$ cat config.mk
export PLATFORM = sky130hd
export DESIGN_NAME = foc_ipc_cordic_cell
export DESIGN_NICKNAME = d
export VERILOG_FILES = /design/src/design/foc_ipc_pkg.sv /design/src/design/foc_ipc_cordic_cell.sv
export SDC_FILE = /design/constraint.sdc
export NUM_CORES = 1
export LEC_CHECK = 0
export BUFFER_PORTS_ARGS = -buffer_cell sky130_fd_sc_hd__clkbuf_2
export CAP_MARGIN = 25
export CORE_AREA = 5 5 167 169
export CTS_BUF_LIST = sky130_fd_sc_hd__clkbuf_4 sky130_fd_sc_hd__clkbuf_8 sky130_fd_sc_hd__clkbuf_16
export DETAILED_ROUTE_END_ITERATION = 8
export DIE_AREA = 0 0 172 174
export GPL_ROUTABILITY_DRIVEN = 0
export GPL_TIMING_DRIVEN = 0
export RECOVER_POWER = 50
export SETUP_SLACK_MARGIN = 0.4
export SYNTH_ARGS = -nofsm -noshare
export SYNTH_HDL_FRONTEND = slang
export SYNTH_SLANG_ARGS = --single-unit
export TNS_END_PERCENT = 50
$ cat constraint.sdc
create_clock -name clk_i -period 0.9 [get_ports clk_i]
set_input_delay 0.09 -clock clk_i [delete_from_list [all_inputs] [get_ports clk_i]]
set_output_delay 0.09 -clock clk_i [all_outputs]
set_load 0.005 [all_outputs]
$ cat src/design/foc_ipc_pkg.sv
package foc_ipc_pkg;

  localparam int ANGLE_BITS_DEF    = 16;
  localparam int CORDIC_STAGES_DEF = 16;
  localparam int CW                = 34;
  localparam int DIV_BITS          = 16;
  localparam int PHASES            = 3;

  localparam logic [1:0] REG_VLIMIT = 2'd0;
  localparam logic [1:0] REG_SUPPLY = 2'd1;

  localparam logic [14:0] VLIMIT_RST = 15'd3072;
  localparam logic [14:0] SUPPLY_RST = 15'd6144;

  localparam logic signed [CW-1:0] CORDIC_START = 34'sd652032874;
  localparam logic signed [17:0]   HALF_SQRT3   = 18'sd56756;

  typedef struct packed {
    logic signed [CW-1:0] x;
    logic signed [CW-1:0] y;
    logic signed [CW-1:0] z;
    logic                 flip;
    logic signed [15:0]   uq;
  } cordic_t;

  typedef struct packed {
    logic [31:0] rem;
    logic [15:0] quo;
  } div_lane_t;

  typedef struct packed {
    logic signed [15:0] alpha;
    logic signed [15:0] beta;
    logic [PHASES-1:0]  lo;
    logic [PHASES-1:0]  hi;
  } side_t;

  // arctangent of 2^-i in units of 2^-32 turn
  function automatic logic [31:0] atan_turns(input int i);
    logic [31:0] r;
    case (i)
      0:  r = 32'h20000000;
      1:  r = 32'h12E4051E;
      2:  r = 32'h09FB385B;
      3:  r = 32'h051111D4;
      4:  r = 32'h028B0D43;
      5:  r = 32'h0145D7E1;
      6:  r = 32'h00A2F61E;
      7:  r = 32'h00517C55;
      8:  r = 32'h0028BE53;
      9:  r = 32'h00145F2F;
      10: r = 32'h000A2F98;
      11: r = 32'h000517CC;
      12: r = 32'h00028BE6;
      13: r = 32'h000145F3;
      14: r = 32'h0000A2FA;
      15: r = 32'h0000517D;
      16: r = 32'h000028BE;
      17: r = 32'h0000145F;
      18: r = 32'h00000A30;
      19: r = 32'h00000518;
      20: r = 32'h0000028C;
      21: r = 32'h00000146;
      22: r = 32'h000000A3;
      23: r = 32'h00000051;
      default: r = 32'h0;
    endcase
    return r;
  endfunction

  // saturate a wide signed value to 16 bits
  function automatic logic signed [15:0] sat16(input logic signed [48:0] v);
    logic signed [15:0] r;
    if (v > 49'sd32767) begin
      r = 16'sh7FFF;
    end else if (v < -49'sd32768) begin
      r = 16'sh8000;
    end else begin
      r = signed'(v[15:0]);
    end
    return r;
  endfunction

endpackage

$ cat src/design/foc_ipc_cordic_cell.sv
module foc_ipc_cordic_cell #(
  parameter int STAGE = 0
) (
  input  logic                 clk_i,
  input  logic                 rst_ni,
  input  logic                 valid_i,
  input  foc_ipc_pkg::cordic_t cell_i,
  output logic                 valid_o,
  output foc_ipc_pkg::cordic_t cell_o
);
  import foc_ipc_pkg::*;

  logic signed [CW-1:0] dx, dy, at;
  cordic_t              cell_d, cell_q;
  logic                 valid_q;

  // one micro-rotation, direction from the residual angle sign
  always_comb begin
    dx     = cell_i.y >>> STAGE;
    dy     = cell_i.x >>> STAGE;
    at     = signed'({2'b00, atan_turns(STAGE)});
    cell_d = cell_i;
    if (!cell_i.z[CW-1]) begin
      cell_d.x = cell_i.x - dx;
      cell_d.y = cell_i.y + dy;
      cell_d.z = cell_i.z - at;
    end else begin
      cell_d.x = cell_i.x + dx;
      cell_d.y = cell_i.y - dy;
      cell_d.z = cell_i.z + at;
    end
  end

  // valid flag
  always_ff @(posedge clk_i or negedge rst_ni) begin
    if (!rst_ni) begin
      valid_q <= 1'b0;
    end else begin
      valid_q <= valid_i;
    end
  end

  // payload
  always_ff @(posedge clk_i) begin
    cell_q <= cell_d;
  end

  assign valid_o = valid_q;
  assign cell_o  = cell_q;

endmodule

==> summary.txt <==
first-pass GRT wire length = 52100 µm
max_cap viols = 0
CP dominant cell by count = buf_4
total clock sinks = 119
Top FF cell, synth = dfxtp_1
hold buffers post-CTS = 49
post-synth top area cell = dfxtp_1
LEAKAGE = 6.46 nW
RSZ-0062 raised after global routing = true
Max rail drop VDD = 934 µV
fillcell total = 2329
Final period util = 2.68
FF+latch area = 2480 µm²
internal power = 14.5 mW
# setup viols final = 184
Die W = 172 µm
sequential power share = 0.290
CTS Root Cell = clkbuf_16
DRC = 0
Antenna Cells = 0
outcome = finished with violations
Die Height = 174 µm
Yosys top cell area share = 0.279
Sw Share = 0.357
CP max stage cell = or4_4
CP Max Fanout = 2
Layout area overhead = 70.4%
synth cell count leaders = a21oi_1, dfxtp_1, inv_1, ha_1, nor2_1
Final ANT Viol Nets = 0
vias post-DR = 9870
CTS tree = built
Mapped Cells = 1052
initial DRC count = 734
wire length per cell = 20.3 µm
Synth area leaders = dfxtp_1, ha_1, a21oi_1, xnor2_1, inv_1
syn nets = 1280
DRT Wirelength = 37200 µm
setup_tns = -77.23 ns
hold crit path type = in -> reg
DRT Pass-1 Iters = 5
combinational group share of total power = 0.405
failing checks = hold timing, setup timing
cell with the most instances after synthesis = a21oi_1
core footprint = 26400 µm²
multi-input logic area = 6920 µm²
vias per cell = 5.40
Final Max Slew Viols = 0
overall routing resource usage = 0.222
crit start category = input pin
H-tree depth = 4
met2 wire length = 17600 µm
Routed met3 length = 3620 µm
critical path type = in -> reg
vias in the first global route = 9672
Max Fclk = 414 MHz
max layer used = met5
Post-synth EDFFs = 0
Reg clk slew, reported paths = 0.07 ns
clock power share = 0.305
Crit path buffers/inverters = 5
Num CTS Buffers = 17
Crit. End Element = register
Hold Fails Final Rpt = 3
Yosys cell types = 79
post-synthesis async set-or-reset flop share = 0.00840
final worst slack = -1.52 ns
synthesized area per cell = 8.04 µm²
nets@finish = 1703
die area = 29900 µm²
grt total ovfl = 0
P_sw = 8.06 mW
Mapped Area = 8460 µm²
CP cell instances = clkbuf_16 > inv_6 > ha_4 > buf_6 > or4_4 > nor3_4 > o211ai_1 > buf_4 > a311oi_4 > o21ai_2 > a211oi_2 > buf_4 > mux2i_2 > nor3_2
share of cells above drive strength 1 = 0.495
io pins = 242
Seq cells post-synth = 119
critical path arrival = 2.72 ns
largest net degree at the start of global routing = 17
PD cells = 1570 nW/µm²
minimum clock period = 2.42 ns
total power = 22.6 mW
Synth Warn # = 0
largest stage delay on the critical path = 0.51 ns
CTS max path bufs = 2
port bufs = 241
Worst-Margin Slew = 1.26 ns
DP Wirelength = 25100 µm
slew margin rel. = 0.160
wl on met1 = 14300 µm
initial core utilization = 0.320
register area share after synthesis = 0.282
initial antenna violation count = 1
CP required = 1.21 ns
Std-Cell Rows = 60
CP delay by family, top = compound AO/OA/AOI/OAI gates
worst hold slack = -0.0797 ns
-- sequential cells by signal (all words and copies together), names as in the netlist --
register	count
valid_o	1
cell_o	118
-- power groups by stage --
stage          registers [mW]  clock network (mW)  logic [mW]
6_report                 6.55                6.87        9.14
4_1_cts                  6.44                7.02        7.92
3_3_place_gp             6.49                   0        6.36
5_1_grt                  6.63                7.23        9.69
2_1_floorplan            6.60                   0        3.65
3_5_place_dp             6.51                   0        6.35
-- kinds of logic (layout without fill, tap and decap cells) --
group	Yosys count	count (layout)	synth area share
AOI/OAI and AO/OA	339	339	0.257
and+or+nand+nor	249	249	0.143
buffers and inverters	159	595	0.0731
DFF	119	119	0.282
adders and majority gates	106	106	0.160
xor gates and xnor gates	66	66	0.0683
muxes	14	14	0.0166
-- final cells by class --
type,count,area share
flip-flops and latches,119,0.172
clock inverters,14,0.00981
repair buffers,404,0.217
plain buffers,49,0.0261
multi-input cells,774,0.480
well taps,341,0.0296
clock buffers,18,0.0300
inverters,110,0.0356
-- placed cells by master, fill, tap and decap left out, drive strengths merged, types with 5 or more instances in the layout --
cell and instances:
ha 102, a2111oi 7, nor2 86, nor4 6
dlygate4sd3 49, o31ai 8, nand2b 11, clkbuf 228
dfxtp 118, o21ai 74, a211oi 11, clkinvlp 5
or4 6, o211ai 8, and2 6, nand3 16
a21oi 129, or3 5, xor2 10, inv 111
buf 194, a31oi 6, a21o 16, o21a 10
nor2b 10, nand2 49, xnor2 56, nor3 22
o21bai 25, clkinv 7, mux2i 14, nand4 13
-- path summary, 6_finish.rpt --
kind	from	end	slack, ns	cells past startpoint
max in group asynchronous	rst_ni	valid_o	0.85	2
worst max-delay path	cell_i[64]	cell_o[117]	-1.52	14
worst min-delay path	cell_i[85]	cell_o[85]	-0.08	3
min in group asynchronous	rst_ni	valid_o	-0.03	2
-- per-layer routing --
layer | up-vias | GRT usage
li1 | 4512 | -
met1 | 4594 | 0.273
met2 | 630 | 0.367
met3 | 132 | 0.0505
met4 | 2 | 0.0989
met5 | - | 0
-- repair_timing --
action | CTS | global route
gates resized for setup | 286 | 244
setup endpoints to repair | 190 | 190
buffers inserted | 78 | 36
pin swaps | 102 | 96
hold endpoints to repair | 52 | 3
-- metrics by stage --
stage | util | std cells | instance area [µm²] | setup WS, ns
after CTS | 0.505 | 1793 | 13400 | -1.47
after detailed placement | 0.400 | 1634 | 10600 | -2.14
after global routing | 0.545 | 1829 | 14400 | -1.67
after global placement | 0.400 | 1634 | 10600 | -2.18
after floorplan | - | 1052 | 8940 | -1.39
final | 0.545 | 1829 | 14400 | -1.52
(Power assumes the default switching activity.)
