==> src/design/foc_ipc_pkg.sv <==
package foc_ipc_pkg;

  localparam int ANGLE_BITS_DEF    = 16;
  localparam int CORDIC_STAGES_DEF = 16;
  localparam int CW                = 34;
  localparam int DIV_BITS          = 16;
  localparam int PHASES            = 3;

  localparam logic [1:0] REG_VLIMIT = 2'd0;
  localparam logic [1:0] REG_SUPPLY = 2'd1;

  localparam logic [14:0] VLIMIT_RST = 15'd3072;
  localparam logic [14:0] SUPPLY_RST = 15'd6144;

  localparam logic signed [CW-1:0] CORDIC_START = 34'sd652032874;
  localparam logic signed [17:0]   HALF_SQRT3   = 18'sd56756;

  typedef struct packed {
    logic signed [CW-1:0] x;
    logic signed [CW-1:0] y;
    logic signed [CW-1:0] z;
    logic                 flip;
    logic signed [15:0]   uq;
  } cordic_t;

  typedef struct packed {
    logic [31:0] rem;
    logic [15:0] quo;
  } div_lane_t;

  typedef struct packed {
    logic signed [15:0] alpha;
    logic signed [15:0] beta;
    logic [PHASES-1:0]  lo;
    logic [PHASES-1:0]  hi;
  } side_t;

  // arctangent of 2^-i in units of 2^-32 turn
  function automatic logic [31:0] atan_turns(input int i);
    logic [31:0] r;
    case (i)
      0:  r = 32'h20000000;
      1:  r = 32'h12E4051E;
      2:  r = 32'h09FB385B;
      3:  r = 32'h051111D4;
      4:  r = 32'h028B0D43;
      5:  r = 32'h0145D7E1;
      6:  r = 32'h00A2F61E;
      7:  r = 32'h00517C55;
      8:  r = 32'h0028BE53;
      9:  r = 32'h00145F2F;
      10: r = 32'h000A2F98;
      11: r = 32'h000517CC;
      12: r = 32'h00028BE6;
      13: r = 32'h000145F3;
      14: r = 32'h0000A2FA;
      15: r = 32'h0000517D;
      16: r = 32'h000028BE;
      17: r = 32'h0000145F;
      18: r = 32'h00000A30;
      19: r = 32'h00000518;
      20: r = 32'h0000028C;
      21: r = 32'h00000146;
      22: r = 32'h000000A3;
      23: r = 32'h00000051;
      default: r = 32'h0;
    endcase
    return r;
  endfunction

  // saturate a wide signed value to 16 bits
  function automatic logic signed [15:0] sat16(input logic signed [48:0] v);
    logic signed [15:0] r;
    if (v > 49'sd32767) begin
      r = 16'sh7FFF;
    end else if (v < -49'sd32768) begin
      r = 16'sh8000;
    end else begin
      r = signed'(v[15:0]);
    end
    return r;
  endfunction

endpackage

==> src/design/foc_ipc_div_cell.sv <==
module foc_ipc_div_cell #(
  parameter int BIT = 0
) (
  input  logic                   clk_i,
  input  logic                   rst_ni,
  input  logic                   valid_i,
  input  logic [14:0]            sup_i,
  input  foc_ipc_pkg::div_lane_t lane_i [foc_ipc_pkg::PHASES],
  output logic                   valid_o,
  output foc_ipc_pkg::div_lane_t lane_o [foc_ipc_pkg::PHASES]
);
  import foc_ipc_pkg::*;

  logic [31:0] cmp;
  div_lane_t   lane_d [PHASES];
  div_lane_t   lane_q [PHASES];
  logic        valid_q;

  // one restoring quotient bit per phase lane
  always_comb begin
    cmp = {17'd0, sup_i} << BIT;
    for (int p = 0; p < PHASES; p++) begin
      lane_d[p] = lane_i[p];
      if (lane_i[p].rem >= cmp) begin
        lane_d[p].rem      = lane_i[p].rem - cmp;
        lane_d[p].quo[BIT] = 1'b1;
      end
    end
  end

  // valid flag
  always_ff @(posedge clk_i or negedge rst_ni) begin
    if (!rst_ni) begin
      valid_q <= 1'b0;
    end else begin
      valid_q <= valid_i;
    end
  end

  // payload
  always_ff @(posedge clk_i) begin
    lane_q <= lane_d;
  end

  assign valid_o = valid_q;
  assign lane_o  = lane_q;

endmodule

==> config.mk <==
export PLATFORM = sky130hd
export DESIGN_NAME = foc_ipc_div_cell
export DESIGN_NICKNAME = d
export VERILOG_FILES = /design/src/design/foc_ipc_pkg.sv /design/src/design/foc_ipc_div_cell.sv
export SDC_FILE = /design/constraint.sdc
export NUM_CORES = 1
export LEC_CHECK = 0
export BUFFER_PORTS_ARGS = -buffer_cell sky130_fd_sc_hd__buf_4
export CAP_MARGIN = 20
export CELL_PAD_IN_SITES_DETAIL_PLACEMENT = 1
export CELL_PAD_IN_SITES_GLOBAL_PLACEMENT = 1
export CORE_MARGIN = 2
export CORE_UTILIZATION = 25
export CTS_CLUSTER_SIZE = 40
export DETAILED_ROUTE_END_ITERATION = 16
export PLACE_DENSITY_LB_ADDON = 0.25
export SLEW_MARGIN = 10
export SYNTH_ARGS = -nofsm -noshare
export SYNTH_HDL_FRONTEND = slang
export SYNTH_SLANG_ARGS = --single-unit
==> constraint.sdc <==
create_clock -name clk_i -period 0.8 [get_ports clk_i]
set_input_delay 0 -clock clk_i [delete_from_list [all_inputs] [get_ports clk_i]]
set_output_delay 0 -clock clk_i [all_outputs]
set_load 0.01 [all_outputs]
==> results.md <==
- Row count: 62
- Register share of total power: between 30% and 40%
- First-pass GRT wire length: roughly 64000 µm
- DRT antenna net count: 0
- Synth cell types: ~70
- Crit path launch: sup_i[9]
- Top FF cell, synth: dfxtp_1
- Die height: roughly 170 µm
- Final wirelength: about 44000 µm
- DIE AREA: ~30000 µm²
- Hold buffer count at cts: 145
- Post-synth ARST share: less than 1%
- Worst IR drop on VDD: ~1.2 mV
- Max Cap Viol: 0
- Worst path required time: 1140 ps
- Hold WS: -176 ps
- Clock network power share: 32.1%
- Initial cell density of the core: around 25%
- Leakage: 7.49 nW
- Vias in the first global route: about 11000
- DR iter-0 viols: around 440
- Core ar.: 28500 µm²
- Cell Count, Final, Fillers Out: 1969
- Wire length per cell: approximately 22 µm
- Max-slew violations: 0
- Via density: 4.93
- Vias: a little under 10000
- Root Buffer: clkbuf_16
- Gr ovfl total: 0
- Syn_nets: 1000
- Hold Path End: lane_o[16]
- Total CTS buffers: 17
- Pre-antenna DRT Iters: 6
- FF+latch count, synth: between 100 and 150
- Post-Synthesis Cells: 790
- Highest Clock Rate: about 0.48 GHz
- Power Total: 0.0267 W
- Critical Path AT: about 2400 ps
- Initial antenna violation count: 3
- Drt drc: 0
- IO Port Bufs: between 300 and 400
- P_int: about 0.018 W
- Detailed placer's ending HPWL: 24300 µm
- Worst min path class: input pin to flop
- Worst-path fanout max: 6
- Switch share: between 30% and 40%
- Failing checks: negative hold slack, negative setup slack
- Crit path time final: between 2000 and 2500 ps
- H-tree depth: 4
- Outcome: finished with violations
- Syn Std Cell Area: roughly 7000 µm²
- Largest net degree at the start of global routing: 17
- Power Density: roughly 1600 nW/µm²
- Cell count after placement: about 1700
- Yosys warns: 0
- Period utilisation layout: 262%
- Sequential cell area fraction in the yosys report: between 40% and 50%
- Share of post-route cells with drive strength above 1: between 60% and 70%
- Synth area leader: dfxtp_1
- Top cells by area, synth: dfxtp_1 (40%), ha_1 (7.8%), xor2_1 (5.1%)
- Tightest Pin Transition: between 500 and 600 ps
- Max-slew headroom: between 50% and 60%
- Final setup vio count: around 240
- Clock sink count: 145
- RSZ-0062 raised after global routing: true
- GPL Wtd Cong: ~0.83
- Critical Path Source Type: input pin
- Min-delay src: lane_i[16]
- Hold Fails Final Rpt: 3
- Finished Core Util: between 60% and 70%
- Combinational Power Share: roughly 36%
- Worst setup EP type: flop
- Critical path type: input pin to flop
- Switching power: between 0.008 and 0.009 W
- Synth-to-layout area growth: 138%
- Nets: between 1500 and 2000
- Hold Path Depth: 3
- CTS tree: built
- Clock buffer depth: 2
- Worst-path clk slew: 80 ps
- DP Worst Slack: -1740 ps
- EDFF count, synth: 0
- Number of top-level pins: approximately 300
- Area share of the largest cell type after synthesis: between 40% and 50%
- Syn Area/Cell: just over 9 µm²
- Final WS setup: -1300 ps
- Total track usage: between 20% and 30%
- Die width: between 150 and 200 µm
[worst max-delay path, stage by stage]
cell and delay [ps]:
buf_4 80, inv_1 120, ha_4 340, nand4_1 270
nor4_4 460, nor4b_4 100, nand4b_1 170, buf_6 180
and4b_2 320, nand4_1 210, xnor2_1 190
[repair_timing]
action / 4_1_cts / 5_1_grt
cloned: 8 / 0
setup buffers: 43 / 18
endpoints found under the hold margin: 145 / 2
pin swaps: 107 / 40
setup endpoints to repair: 244 / 244
gates resized for setup: 483 / 86
[through the flow]
step | cell area (µm²) | setup TNS [ps]
2_1_floorplan | 7730 | -112350
3_5_place_dp | 12400 | -151490
4_1_cts | 16700 | -108050
6_report | 17100 | -122870
5_1_grt | 17100 | -128880
3_3_place_gp | 12400 | -147590
[per-layer routing]
| layer | share of wire [%] | wire [µm] | track usage, % | vias up |
|---|---|---|---|---|
| met3 | 5.1 | 2260 | 5.04 | 127 |
| li1 | - | - | - | 4414 |
| met5 | 0.036 | 16 | 0 | - |
| met1 | 38 | 16800 | 30.6 | 4793 |
| met2 | 52 | 22900 | 50.5 | 374 |
| met4 | 4.9 | 2180 | 12.7 | 2 |
[sequential cells by signal, summed over array words and instances, names as in the netlist]
register,flops
lane_o,144
valid_o,1
[area by class of cell]
cell class                 instances  area (µm²)
fill                            3030       11400
timing repair buffer             782        7280
multi-input combinational        590        5490
sequential                       145        3090
tap                              384         480
clock buffer                      19         443
inverter                          34         166
clock inverter                    13         151
antenna                            2        5.00
[cell usage in the layout, fill, tap and decap left out, types with 17 or more instances in the layout]
cell,Yosys,final
a21oi_1,61,33
a21oi_2,0,21
buf_4,1,424
buf_6,3,189
clkbuf_16,0,17
dfxtp_2,0,144
dlygate4sd3_1,0,145
ha_1,45,20
ha_4,0,24
inv_1,34,21
nand2_1,38,34
nor2_1,86,55
xnor2_1,39,35
xor2_1,42,42
[kinds of logic (layout without fill, tap and decap cells)]
group,Yosys count,count (layout),synth area share [%]
fa+ha+maj,48,48,8.69
other cells,0,2,0
xor+xnor,81,81,9.89
mux,10,10,1.55
buf+inv,55,848,3.30
simple gates,279,279,20.4
flops,145,145,40.5
compound gates,172,172,15.6
[Yosys cell counts (all sizes together) (2+ instances only)]
library cell  number
o31ai              8
a2111oi            6
nand2             39
fa                 3
nand3b             2
nor2b             10
or4               12
o211ai             7
mux2               9
xor2              42
o21bai             4
nand3             27
buf                8
or3                7
and2               5
and3               3
o22ai              2
or2                6
a211oi            10
a21oi             61
and4b              2
nor4              18
nor4b              9
xnor2             39
o21a               8
nand4b             5
nand2b            10
o2111ai            4
clkbuf            13
ha                45
inv               34
dfxtp            144
or4b               3
a31oi              4
nor3              21
a21boi             2
nand4             11
o31a               3
o311ai             3
a21o              11
o21ai             29
nor2              87
[power by group through the flow]
stage | combinational, W | sequential [W] | clock, W
3_3_place_gp | 0.00674 | 0.00843 | 0
3_5_place_dp | 0.00686 | 0.00845 | 0
5_1_grt | 0.00999 | 0.00871 | 0.00894
6_report | 0.00950 | 0.00865 | 0.00859
4_1_cts | 0.00880 | 0.00856 | 0.00859
2_1_floorplan | 0.00247 | 0.00880 | 0
[worst max-delay path by stage]
stage / slack (ps) / cells after the start / endpoint
2_1_floorplan: -1280 / 10 / lane_o[86]
3_3_place_gp: -1680 / 12 / lane_o[139]
3_5_place_dp: -1740 / 12 / lane_o[139]
4_1_cts: -1120 / 9 / lane_o[123]
5_1_grt: -1330 / 13 / lane_o[121]
6_report: -1300 / 11 / lane_o[47]
(Power assumes the default switching activity.)
